`src/rtl/core/hcd_pkg.sv`:
```
package hcd_pkg;

  localparam int BOOK_ENTRIES = 16;
  localparam int MAX_CODE_LEN = 16;
  localparam int SYMBOL_BITS  = 8;

  localparam int BOOK_IDX_W = $clog2(BOOK_ENTRIES);
  localparam int ACT_W      = 2;
  localparam int IDX_W      = 4;
  localparam int CODE_W     = 16;
  localparam int LEN_W      = 5;
  localparam int SYM_W      = 8;

  typedef enum logic [ACT_W-1:0] {
    ACT_LOAD = 2'd0,
    ACT_BIT  = 2'd1,
    ACT_END  = 2'd2
  } action_e;

  typedef enum logic [1:0] {
    ST_SYMBOL       = 2'd0,
    ST_NOMATCH      = 2'd1,
    ST_CLEAN_END    = 2'd2,
    ST_LEFTOVER_END = 2'd3
  } status_e;

  typedef struct packed {
    logic [ACT_W-1:0]  action;
    logic [IDX_W-1:0]  entry_index;
    logic [CODE_W-1:0] entry_code;
    logic [LEN_W-1:0]  entry_length;
    logic [SYM_W-1:0]  entry_symbol;
    logic              code_bit;
  } in_item_t;

  typedef struct packed {
    logic [SYM_W-1:0] symbol;
    status_e          status;
    logic [LEN_W-1:0] code_length;
  } out_item_t;

  // codebook write port
  typedef struct packed {
    logic                   en;
    logic [BOOK_IDX_W-1:0]  index;
    logic [CODE_W-1:0]      code;
    logic [LEN_W-1:0]       length;
    logic [SYMBOL_BITS-1:0] symbol;
  } book_wr_t;

  // prefix presented to the codebook for matching
  typedef struct packed {
    logic [LEN_W-1:0]  count;
    logic [CODE_W-1:0] bits;
    logic [CODE_W-1:0] mask;
  } prefix_t;

  typedef struct packed {
    logic                   hit;
    logic [SYMBOL_BITS-1:0] symbol;
  } book_hit_t;

  typedef struct packed {
    logic      load;
    out_item_t item;
  } res_ctl_t;

endpackage

```
`src/rtl/core/hcd_in_if.sv`:
```
interface hcd_in_if import hcd_pkg::*; ();
  logic     valid;
  logic     ready;
  in_item_t data;

  modport source (output valid, output data, input ready);
  modport sink   (input valid, input data, output ready);
endinterface

```
`src/rtl/core/hcd_out_if.sv`:
```
interface hcd_out_if import hcd_pkg::*; ();
  logic      valid;
  logic      ready;
  out_item_t data;

  modport source (output valid, output data, input ready);
  modport sink   (input valid, input data, output ready);
endinterface

```
`src/rtl/core/hcd_book.sv`:
```
module hcd_book import hcd_pkg::*; (
  input  logic      clk_i,
  input  logic      rst_ni,
  input  book_wr_t  wr_i,
  input  prefix_t   query_i,
  output book_hit_t hit_o
);

  logic [LEN_W-1:0]       length_q [BOOK_ENTRIES];
  logic [CODE_W-1:0]      code_q   [BOOK_ENTRIES];
  logic [SYMBOL_BITS-1:0] symbol_q [BOOK_ENTRIES];

  // zero length marks a slot unused, so only lengths need a reset
  always_ff @(posedge clk_i or negedge rst_ni) begin
    if (!rst_ni) begin
      for (int i = 0; i < BOOK_ENTRIES; i++) begin
        length_q[i] <= '0;
      end
    end else if (wr_i.en) begin
      length_q[wr_i.index] <= wr_i.length;
    end
  end

  always_ff @(posedge clk_i) begin
    if (wr_i.en) begin
      code_q[wr_i.index]   <= wr_i.code;
      symbol_q[wr_i.index] <= wr_i.symbol;
    end
  end

  // parallel compare; later slots override earlier ones
  always_comb begin
    hit_o = '0;
    for (int i = 0; i < BOOK_ENTRIES; i++) begin
      if (length_q[i] != '0 && length_q[i] == query_i.count &&
          (code_q[i] & query_i.mask) == query_i.bits) begin
        hit_o.hit    = 1'b1;
        hit_o.symbol = symbol_q[i];
      end
    end
  end

endmodule

```
`src/rtl/core/hcd_result.sv`:
```
module hcd_result import hcd_pkg::*; (
  input  logic      clk_i,
  input  logic      rst_ni,
  input  res_ctl_t  ctl_i,
  output logic      free_o,
  hcd_out_if.source out_o
);

  logic      valid_q;
  out_item_t data_q;

  assign free_o      = !valid_q || out_o.ready;
  assign out_o.valid = valid_q;
  assign out_o.data  = data_q;

  always_ff @(posedge clk_i or negedge rst_ni) begin
    if (!rst_ni) begin
      valid_q <= 1'b0;
    end else if (ctl_i.load) begin
      valid_q <= 1'b1;
    end else if (out_o.ready) begin
      valid_q <= 1'b0;
    end
  end

  always_ff @(posedge clk_i) begin
    if (ctl_i.load) begin
      data_q <= ctl_i.item;
    end
  end

endmodule

```
`src/rtl/core/prefix_code_decoder_top.sv`:
```
// Prefix-code decoder: one item per clock, sustained while results are taken.
// An accepted item sits in an input register, where the pending prefix plus
// the new bit is compared against all 16 codebook slots at once; a match, a
// no-match at 16 bits, or an end of stream loads the result register, from
// which the result is presented. The parallel compare is combinational and
// sets the rate. Codebook loads take effect for the very next item. A result
// that is not taken stalls only items that produce a result; the input stays
// open while the input register can drain.
module prefix_code_decoder_top import hcd_pkg::*; (
  input  logic      clk_i,
  input  logic      rst_ni,
  hcd_in_if.sink    in_i,
  hcd_out_if.source out_o
);

  logic              s1_valid_q;
  in_item_t          s1_q;
  logic [LEN_W-1:0]  count_q, count_d;
  logic [CODE_W-1:0] bits_q, bits_d;

  logic              res_free;
  logic              advance;
  logic              produces;
  logic              full;
  logic [LEN_W-1:0]  count_nxt;
  logic [CODE_W-1:0] mask_nxt;
  logic [CODE_W-1:0] bits_nxt;
  prefix_t           query;
  book_hit_t         hit;
  book_wr_t          book_wr;
  res_ctl_t          res_ctl;

  assign count_nxt = count_q + LEN_W'(1);
  assign mask_nxt  = ~({CODE_W{1'b1}} << count_nxt);
  assign bits_nxt  = {bits_q[CODE_W-2:0], s1_q.code_bit} & mask_nxt;
  assign full      = count_nxt >= LEN_W'(MAX_CODE_LEN);

  assign query = '{count: count_nxt, bits: bits_nxt, mask: mask_nxt};

  assign produces = (s1_q.action == ACT_END) ||
                    (s1_q.action == ACT_BIT && (hit.hit || full));
  assign advance  = s1_valid_q && (!produces || res_free);
  assign in_i.ready = !s1_valid_q || advance;

  always_ff @(posedge clk_i or negedge rst_ni) begin
    if (!rst_ni) begin
      s1_valid_q <= 1'b0;
      count_q    <= '0;
      bits_q     <= '0;
    end else begin
      if (in_i.ready) begin
        s1_valid_q <= in_i.valid;
      end
      count_q <= count_d;
      bits_q  <= bits_d;
    end
  end

  always_ff @(posedge clk_i) begin
    if (in_i.valid && in_i.ready) begin
      s1_q <= in_i.data;
    end
  end

  always_comb begin
    book_wr        = '0;
    book_wr.en     = advance && s1_q.action == ACT_LOAD;
    book_wr.index  = s1_q.entry_index[BOOK_IDX_W-1:0];
    book_wr.code   = s1_q.entry_code;
    book_wr.length = s1_q.entry_length;
    book_wr.symbol = s1_q.entry_symbol[SYMBOL_BITS-1:0];
  end

  always_comb begin
    count_d = count_q;
    bits_d  = bits_q;
    res_ctl = '0;
    if (advance) begin
      case (s1_q.action)
        ACT_BIT: begin
          if (hit.hit) begin
            res_ctl.load             = 1'b1;
            res_ctl.item.symbol      = SYM_W'(hit.symbol);
            res_ctl.item.status      = ST_SYMBOL;
            res_ctl.item.code_length = count_nxt;
            count_d = '0;
            bits_d  = '0;
          end else if (full) begin
            res_ctl.load             = 1'b1;
            res_ctl.item.status      = ST_NOMATCH;
            res_ctl.item.code_length = count_nxt;
            count_d = '0;
            bits_d  = '0;
          end else begin
            count_d = count_nxt;
            bits_d  = bits_nxt;
          end
        end
        ACT_END: begin
          res_ctl.load             = 1'b1;
          res_ctl.item.status      = (count_q == '0) ? ST_CLEAN_END : ST_LEFTOVER_END;
          res_ctl.item.code_length = count_q;
          count_d = '0;
          bits_d  = '0;
        end
        default: ;
      endcase
    end
  end

  hcd_book u_book (
    .clk_i   (clk_i),
    .rst_ni  (rst_ni),
    .wr_i    (book_wr),
    .query_i (query),
    .hit_o   (hit)
  );

  hcd_result u_result (
    .clk_i  (clk_i),
    .rst_ni (rst_ni),
    .ctl_i  (res_ctl),
    .free_o (res_free),
    .out_o  (out_o)
  );

endmodule

```
`src/flat_wrapper.sv`:
```
// flat-port wrapper written by rule: the top's interface ports become plain ports
module prefix_code_decoder_top_flat import hcd_pkg::*;
  (clk_i, rst_ni, in_i_valid, in_i_data, in_i_ready, out_o_valid, out_o_data, out_o_ready);
  hcd_in_if in_i_i ();
  hcd_out_if out_o_i ();
  input  logic clk_i;
  input  logic rst_ni;
  input wire logic [$bits(in_i_i.valid)-1:0] in_i_valid;
  input wire logic [$bits(in_i_i.data)-1:0] in_i_data;
  output wire logic [$bits(in_i_i.ready)-1:0] in_i_ready;
  output wire logic [$bits(out_o_i.valid)-1:0] out_o_valid;
  output wire logic [$bits(out_o_i.data)-1:0] out_o_data;
  input wire logic [$bits(out_o_i.ready)-1:0] out_o_ready;
  assign in_i_i.valid = in_i_valid;
  assign in_i_i.data = in_i_data;
  assign in_i_ready = in_i_i.ready;
  assign out_o_valid = out_o_i.valid;
  assign out_o_data = out_o_i.data;
  assign out_o_i.ready = out_o_ready;
  prefix_code_decoder_top u_core (.clk_i(clk_i), .rst_ni(rst_ni), .in_i(in_i_i), .out_o(out_o_i));
endmodule
```
`config.mk`:
```
export PLATFORM = sky130hd
export DESIGN_NAME = prefix_code_decoder_top_flat
export DESIGN_NICKNAME = d
export VERILOG_FILES = /design/src/rtl/core/hcd_pkg.sv /design/src/rtl/core/hcd_in_if.sv /design/src/rtl/core/hcd_out_if.sv /design/src/rtl/core/hcd_book.sv /design/src/rtl/core/hcd_result.sv /design/src/rtl/core/prefix_code_decoder_top.sv /design/src/flat_wrapper.sv
export SDC_FILE = /design/constraint.sdc
export NUM_CORES = 1
export LEC_CHECK = 0
export ABC_AREA = 1
export BUFFER_PORTS_ARGS = -buffer_cell sky130_fd_sc_hd__buf_2
export CAP_MARGIN = 10
export CORE_MARGIN = 2
export CORE_UTILIZATION = 51
export DETAILED_ROUTE_END_ITERATION = 10
export PLACE_DENSITY = 0.71
export SLEW_MARGIN = 20
export SYNTH_ARGS = -nofsm -noshare
export SYNTH_HDL_FRONTEND = slang
export SYNTH_HIERARCHICAL = 1
export SYNTH_SLANG_ARGS = --single-unit
```
`constraint.sdc`:
```
create_clock -name clk_i -period 11.49 [get_ports clk_i]
set_clock_uncertainty 0.15 [all_clocks]
set_input_delay 1.7235 -clock clk_i [delete_from_list [all_inputs] [get_ports clk_i]]
set_output_delay 1.7235 -clock clk_i [all_outputs]
set_load 0.03 [all_outputs]
```
==> metrics.txt, run 1 <==
status completed; ys flop type edfxtp_1; Synth Cell Area 0.0255 mm²; # DRC 0; final cell count without fillers 3315; unrepaired setup endpoints after global routing no; Worst Setup SP u_core/count_q[0]$_DFFE_PN0P_; GR Util met2 46.8%; layout cells sized above 1 9.77%; Iter 0 DRT Violations 2523; P_leak 11.1 nW; Worst Reg-to-Reg Cells 26; post-synthesis mux area share 0%; total track usage 30.8%; first-pass GRT wire length 115000 µm; Post-Route WL 78800 µm; post-CTS sizing 0; final setup TNS 0 ns; adder-cell share of the synthesized area 0.441%; H-tree depth 2; Critical Path Start Type flop; largest family of logic cells by synthesized area simple AND/OR/NAND/NOR gates; worst endpoint data arrival time 7.22 ns; hold buffers post-CTS 0; GR peak layer met2; Max-Cap Viols 0; worst-path maximum fanout 28; required time worst endpoint 9.62 ns; WS Path Type reg2out; Max Fclk 110 MHz; PortBufs 56; Hold Crit Class reg2reg; via count 19500; Final Core Density 57.5%; Mapped Cells 2575; initial antenna violation count 1; syn_area_per_cell 9.91 µm²; sequential fraction of the synthesis area 61.2%; worst hold slack 0.340 ns; asr flop ratio synth 19.0%; via/cell ratio 5.88; Slew headroom 26.7%; Initial Util 51.9%; Final period util 79.2%; grt met3 use 6.68%; Hold Crit Endpoint u_core/bits_q[7]$_DFFE_PN0P_; total CTS buffers 55; final setup margin 2.39 ns; Top Ports 57; R2R setup slack 3.22 ns; DP Area 0.0262 mm²; worst r2r src u_core/count_q[0]$_DFFE_PN0P_; Final setup viols 0; PD cells 204 mW/mm²; synthesized net count 2624; Syn. warnings 6; fin. max-slew vios 0; detailed placement HPWL 50400 µm; Worst Setup End Kind output port; Final Instance Area 0.0282 mm²; Yosys cell types 50; Slew @ Worst Pin 1.10 ns; simple-gate share of the synthesized area 21.0%; placed cell count 3209; number of synthesized flops with an enable pin 435; clock tree buffer depth 3; core area 0.0492 mm²; DRT Pass-1 Iters 6; largest net degree at the start of global routing 75; fin nets 2654; vias in the first global route 18300; routability-driven placement congestion ratio 0.962; Die Height 228 µm; min-delay src u_core/bits_q[7]$_DFFE_PN0P_; Tmin final 9.10 ns; chip width 228 µm; Final Hold Fails 0; Crit Reg-Reg Endpoint u_core/u_book/code_q[1][14]$_DFFE_PP_; WL per Instance 23.8 µm; Post-DRT Antenna Nets 0; met1 usage 42.4%; Hold Path Cell Cnt 2; worst slack at placement 3.28 ns; GRT overflow 0; Compound-Gate Fraction of Synth Area 6.69%; total power 5.77 mW; FF+latch count, synth 537; clock root cell clkbuf_16; Die Footprint 0.0518 mm²; # clock sinks 537; num rows 81; worst skew pair latency 0.65 ns; TritonCTS clock tree yes; Clock transition at path regs 0.06 ns; setup bufs post-CTS 0; maximum vdd drop 0.126 mV; Area growth, synth to finish 10.7%; post-synthesis xor/xnor area fraction 4.46%
## synth_stat cells (2+ instances only)
master     number  area, µm²
nand2_1       767       2880
edfxtp_1      435      13100
nor2_1        295       1110
inv_1         192        721
o21ai_0       145        726
xor2_1        116       1020
nand3_1       110        551
dfrtp_1       102       2550
a21oi_1        54        270
buf_4          47        353
nand4_1        41        257
o22ai_1        33        206
buf_2          25        125
buf_6          21        236
clkbuf_1       21       78.8
inv_2          14       52.6
xnor2_1        14        123
a221oi_1       12        105
nand2_2        11       68.8
nor4_1         11       68.8
a211oi_1       10       75.1
a21oi_2        10       87.6
o211ai_1       10       75.1
ha_1            9        113
nor3_1          8       40.0
nor2_2          7       43.8
nand3_2         6       60.1
nand3b_1        6       45.0
nor2_4          5       56.3
o2111ai_1       5       43.8
nand3_4         4       70.1
o21ai_1         4       20.0
a22oi_1         2       15.0
a31oi_1         2       12.5
and3_1          2       12.5
clkbuf_2        2       10.0
clkinv_1        2       7.51
nand4_2         2       25.0
o211a_1         2       20.0
## kinds of logic (layout without fill, tap and decap cells)
family                   Yosys count  count (layout)
XOR/XNOR                         130             130
flip-flops                       537             537
other                              0               1
AO/OA/AOI/OAI                    293             293
buffers and inverters            325             400
adder cells (fa/ha/maj)            9               9
AND/OR/NAND/NOR                 1281            1281
## placed cells by master, fill, tap and decap left out, drive strengths merged, types with 27 or more instances in the layout
| master | instances |
|---|---|
| dfrtp | 102 |
| o22ai | 33 |
| nand2 | 779 |
| nand4 | 43 |
| o21ai | 149 |
| a21oi | 65 |
| clkbuf | 62 |
| inv | 208 |
| nor2 | 308 |
| xor2 | 116 |
| nand3 | 120 |
| clkinv | 27 |
| edfxtp | 435 |
| buf | 89 |
## area by class of cell
class | count | area (µm²)
Clock inverter | 40 | 572
Fill cell | 4136 | 20900
Clock buffer | 62 | 1400
Antenna cell | 1 | 2.50
Timing Repair Buffer | 89 | 614
Inverter | 209 | 790
Multi-Input combinational cell | 1713 | 8420
Tap cell | 664 | 831
Sequential cell | 537 | 15600
## how the worst max path moves through the flow
stage	endpoint
after floorplan	u_core/u_book/length_q[78]$_DFFE_PN0P_
after global placement	in_i_ready
after detailed placement	in_i_ready
after CTS	in_i_ready
after global routing	in_i_ready
final	in_i_ready
## per-layer routing
layer	vias up	wire length, µm	share of wire [%]
li1	8648	-	-
met2	1218	35100	45
met1	9406	30600	39
met5	-	13	0.017
met4	2	3840	4.9
met3	207	9200	12
## worst max-delay path, stage by stage, from the launching register on
cell and delay, ns:
dfrtp_1 0.51, inv_1 0.07, buf_4 0.25, ha_1 0.32, buf_4 0.32, inv_1 0.12
nor2_1 0.14, nand3_1 0.10, nand2_1 0.70, nand2_1 0.17, inv_1 0.81, inv_1 0.38
a221o_1 0.39, nor4_1 0.53, nand3_1 0.48, nand2_1 0.28, nor4_1 0.08, nand2_1 0.20
nand2_2 0.19, nand3_4 0.17, nand3_1 0.14, buf_2 0.22
## flip-flops by register name, indices dropped and copies added, names as in the netlist, 3 cells and up
| register | cells |
|---|---|
| u_core/u_book/length_q | 80 |
| u_core/book_wr | 33 |
| u_core/u_book/symbol_q | 128 |
| u_core/bits_q | 15 |
| u_core/count_q | 5 |
| u_core/s1_q | 3 |
| u_core/u_result/out_o.data | 15 |
| u_core/u_book/code_q | 256 |
## power breakdown
part	switching, mW	leakage (nW)	total, mW	internal, mW
Combinational	1.12	5.05	1.53	0.417
Sequential	0.100	5.13	2.29	2.19
Clock	0.794	0.960	1.95	1.16
No activity file was read; power rests on OpenSTA's default activity.
==> inputs of run 2 (changes only) <==
--- a/config.mk
+++ b/config.mk
@@ -5,7 +5,7 @@
 export SDC_FILE = /design/constraint.sdc
 export NUM_CORES = 1
 export LEC_CHECK = 0
-export ABC_AREA = 1
+export ABC_AREA = 0
 export BUFFER_PORTS_ARGS = -buffer_cell sky130_fd_sc_hd__buf_2
 export CAP_MARGIN = 10
 export CORE_MARGIN = 2
==> constraint.sdc (replaced) <==
create_clock -name clk_i -period 9.43 [get_ports clk_i]
set_clock_uncertainty 0.15 [all_clocks]
set_input_delay 1.4145 -clock clk_i [delete_from_list [all_inputs] [get_ports clk_i]]
set_output_delay 1.4145 -clock clk_i [all_outputs]
set_load 0.03 [all_outputs]
==> run 2 against run 1 <==
Critical path depth shrank 2. Flip-flop and latch count is the same. Sequential power grew 21%. Via count shrank 14%. Cell count shrank 21%. Combinational power shrank 10%. Non-clock buffer count grew 23. Total power grew 7.4%. First-iteration DRC count shrank 19%. Clock power grew 6%. Global-route usage shrank 2.1 points. Critical path type unchanged.
==> metrics.txt, run 2 <==
Sw Ratio 31.0% (-3.9 points); Final period util 87.6%; # clock sinks 537 (unchanged); Comb power frac 22.1% (-4.5 points); Syn. warnings 6 (unchanged); Top Ports 57 (unchanged); WL per Instance 27.2 µm (+15%); cell taking the most area after synthesis edfxtp_1; PortBufs 56 (unchanged); sequential fraction of the synthesis area 63.8% (+2.6 points); min-delay src u_core/u_book/length_q[79]$_DFFE_PN0P_; num rows 80 (-1.2%); Die Height 223 µm (-2.1%); Seq pwr share 44.6% (+5.0 points); vias in the first global route 16300 (-11%); Synth area leaders edfxtp_1 53%, dfrtp_1 10%, xor2_1 4.7%; Worst Setup End Kind output port; final setup margin 1.16 ns (-1.23 ns); via count 16800 (-14%); maximum vdd drop 0.179 mV (+41%); Slew @ Worst Pin 1.20 ns (+0.106 ns); Max-Cap Viols 0 (unchanged); Tmin final 8.27 ns; Post-Route WL 71300 µm (-9.4%); clock tree buffer depth 3 (unchanged); largest net degree at the start of global routing 80 (+6.7%); leading cell type in the layout, fill and taps excluded edfxtp_1; Largest regs u_core/u_book/code_q: 256 flops, u_core/u_book/symbol_q: 128 flops, u_core/u_book/length_q: 80 flops; final setup TNS 0 ns (unchanged); Slew headroom 19.8% (-6.9 points); Max Fclk 121 MHz; Final Hold Fails 0 (unchanged); Area growth, synth to finish 11.2%; top-area cell type share of the netlist area 53.4% (+2.2 points); worst endpoint data arrival time 6.70 ns (-0.52 ns); core area 0.0475 mm² (-3.3%); # DRC 0 (unchanged); initial antenna violation count 1 (unchanged); count leader, synth edfxtp_1; register area 0.0156 mm² (unchanged); worst slack at placement 1.48 ns (-1.80 ns); Hold Crit Class reg2reg; worst-path maximum fanout 25 (-11%); setup bufs post-CTS 0 (unchanged); status completed; fin. max-slew vios 0 (unchanged); max incr delay on CP 0.89 ns (+0.08 ns); CP top delay family simple AND/OR/NAND/NOR gates; worst hold slack 0.350 ns (+0.0105 ns); # fillers 3749 (-9.4%); GRT overflow 0 (unchanged); via/cell ratio 6.43 (+9.3%); Worst Reg-to-Reg Cells 21 (-19%); Clock transition at path regs 0.06 ns (about the same); Multi-input gate area 0.00829 mm² (-1.5%); syn_area_per_cell 12.9 µm² (+30%); routability-driven placement congestion ratio 0.939 (-2.4%); H-tree depth 2 (unchanged); most frequent CP cell nand2_1; max reg flops 256 (unchanged); hold buffers post-CTS 0 (unchanged); Initial Util 51.4% (-0.47 points); Mapped Cells 1898 (-26%); DRT Pass-1 Iters 5 (-1); final cell count without fillers 2620 (-21%); Post-DRT Antenna Nets 0 (unchanged); internal power 4.28 mW (+14%); critical path's slowest cell inv_1; asr flop ratio synth 19.0% (unchanged); Crit Reg-Reg Endpoint u_core/u_book/length_q[42]$_DFFE_PN0P_; total power 6.20 mW (+7.4%); antenna fix cells 0 (-1); Iter 0 DRT Violations 2048 (-19%); detailed placement HPWL 45200 µm (-10%); FF+latch count, synth 537 (unchanged); R2R setup slack 1.41 ns (-1.81 ns); unrepaired setup endpoints after global routing no; Die Footprint 0.0497 mm² (-4.1%); worst r2r src u_core/count_q[0]$_DFFE_PN0P_; placed cell count 2518 (-22%); required time worst endpoint 7.87 ns (-1.75 ns); CP bufs+invs 4 (-3); worst skew pair latency 0.62 ns (-0.03 ns); Synth Cell Area 0.0245 mm² (-4.1%); number of synthesized flops with an enable pin 435 (unchanged); fin nets 2009 (-24%); synthesized net count 1947 (-26%); Hold Crit Endpoint u_core/u_book/length_q[79]$_DFFE_PN0P_; layout cells sized above 1 14.8% (+5.0 points); clock root cell clkbuf_16; TritonCTS clock tree yes; PD cells 228 mW/mm² (+12%); Final setup viols 0 (unchanged); commonest non-fill, non-tap cells in the layout 435 x edfxtp_1, 236 x nand2_1, 131 x xor2_1; first-pass GRT wire length 104000 µm (-9.2%); Hold Path Cell Cnt 2 (unchanged); P_sw 1.92 mW (-4.6%); chip width 223 µm (-2.1%); P_leak 10.3 nW (-7.9%); Clk pwr share 33.3% (-0.5 points); Critical Path Start Type flop; post-CTS sizing 0 (unchanged); WS Path Type reg2out; Yosys cell types 72 (+44%); Top reg by flops u_core/u_book/code_q; top cells by instance count after synthesis 435 x edfxtp_1, 236 x nand2_1, 131 x xor2_1; total track usage 28.6% (-2.1 points); total CTS buffers 55 (unchanged); ys flop type edfxtp_1; Cell Chain, Critical Path ha_1 -> xnor2_1 -> nand2_1 -> o21ai_2 -> inv_1 -> and3_1 -> buf_4 -> xnor2_1 -> nor4_1 -> nand4_1 -> nor3_1 -> buf_4 -> or2_2 -> nor4_1 -> nand2_1 -> nor2_1 -> a211oi_2 -> nand2_1 -> buf_2
-- run 2: cell type report --
type,count,area share (%)
Sequential cell,537,57.4
Multi-Input combinational cell,1219,30.5
Clock buffer,72,5.44
Tap cell,615,2.83
Timing Repair Buffer,112,2.60
Clock inverter,30,0.754
Inverter,35,0.483
-- run 2: per-stage QoR --
stage / util [%] / instance area (µm²)
after global placement: 53.7 / 25500
after CTS: 57.2 / 27200
after floorplan: - / 24500
final: 57.2 / 27200
after detailed placement: 53.7 / 25500
after global routing: 57.2 / 27200
-- run 2: logic make-up (layout without fill, tap and decap cells) --
kind of cell / Yosys count / in the layout / share of synthesized area [%]
adders and majority gates: 9 / 9 / 0.460
buffers and inverters: 142 / 249 / 2.74
DFF: 537 / 537 / 63.8
and+or+nand+nor: 586 / 586 / 12.5
AOI/OAI and AO/OA: 337 / 337 / 9.45
muxes: 79 / 79 / 3.57
xor gates and xnor gates: 208 / 208 / 7.48
-- run 2: per-layer routing --
layer  part of all wire (%)  routed length, µm  track usage, %  up-vias
li1                       -                  -               -     7171
met1                     39              27700            38.6     8451
met2                     46              32500            44.9     1026
met3                     11               7880            5.65      186
met4                    4.5               3240            13.8        2
met5                  0.029                 21               0        -
-- run 2: how the worst max path moves through the flow --
stage | startpoint | to | slack (ns) | cells past startpoint
after global routing | u_core/count_q[0]$_DFFE_PN0P_ | in_i_ready | 0.86 | 19
after global placement | u_core/count_q[0]$_DFFE_PN0P_ | u_core/u_book/code_q[0][8]$_DFFE_PP_ | 1.78 | 20
final | u_core/count_q[0]$_DFFE_PN0P_ | in_i_ready | 1.16 | 19
after CTS | u_core/count_q[0]$_DFFE_PN0P_ | in_i_ready | 1.09 | 17
after detailed placement | u_core/count_q[0]$_DFFE_PN0P_ | u_core/u_book/code_q[0][8]$_DFFE_PP_ | 1.48 | 20
after floorplan | u_core/count_q[0]$_DFFE_PN0P_ | u_core/u_book/length_q[65]$_DFFE_PN0P_ | 1.69 | 22
-- run 2: power groups by stage --
stage	Sequential (mW)	Combinational, mW	Clock (mW)
after floorplan	2.76	0.911	0
after global placement	2.80	1.30	0
after detailed placement	2.81	1.32	0
after CTS	2.76	1.33	2.09
after global routing	2.77	1.44	2.17
final	2.76	1.37	2.07
-- run 2: tightest hold or removal path: stages (launching register included) --
cell	delay, ns
dfrtp_1	0.36
nand2_1	0.06
nand2_1	0.06
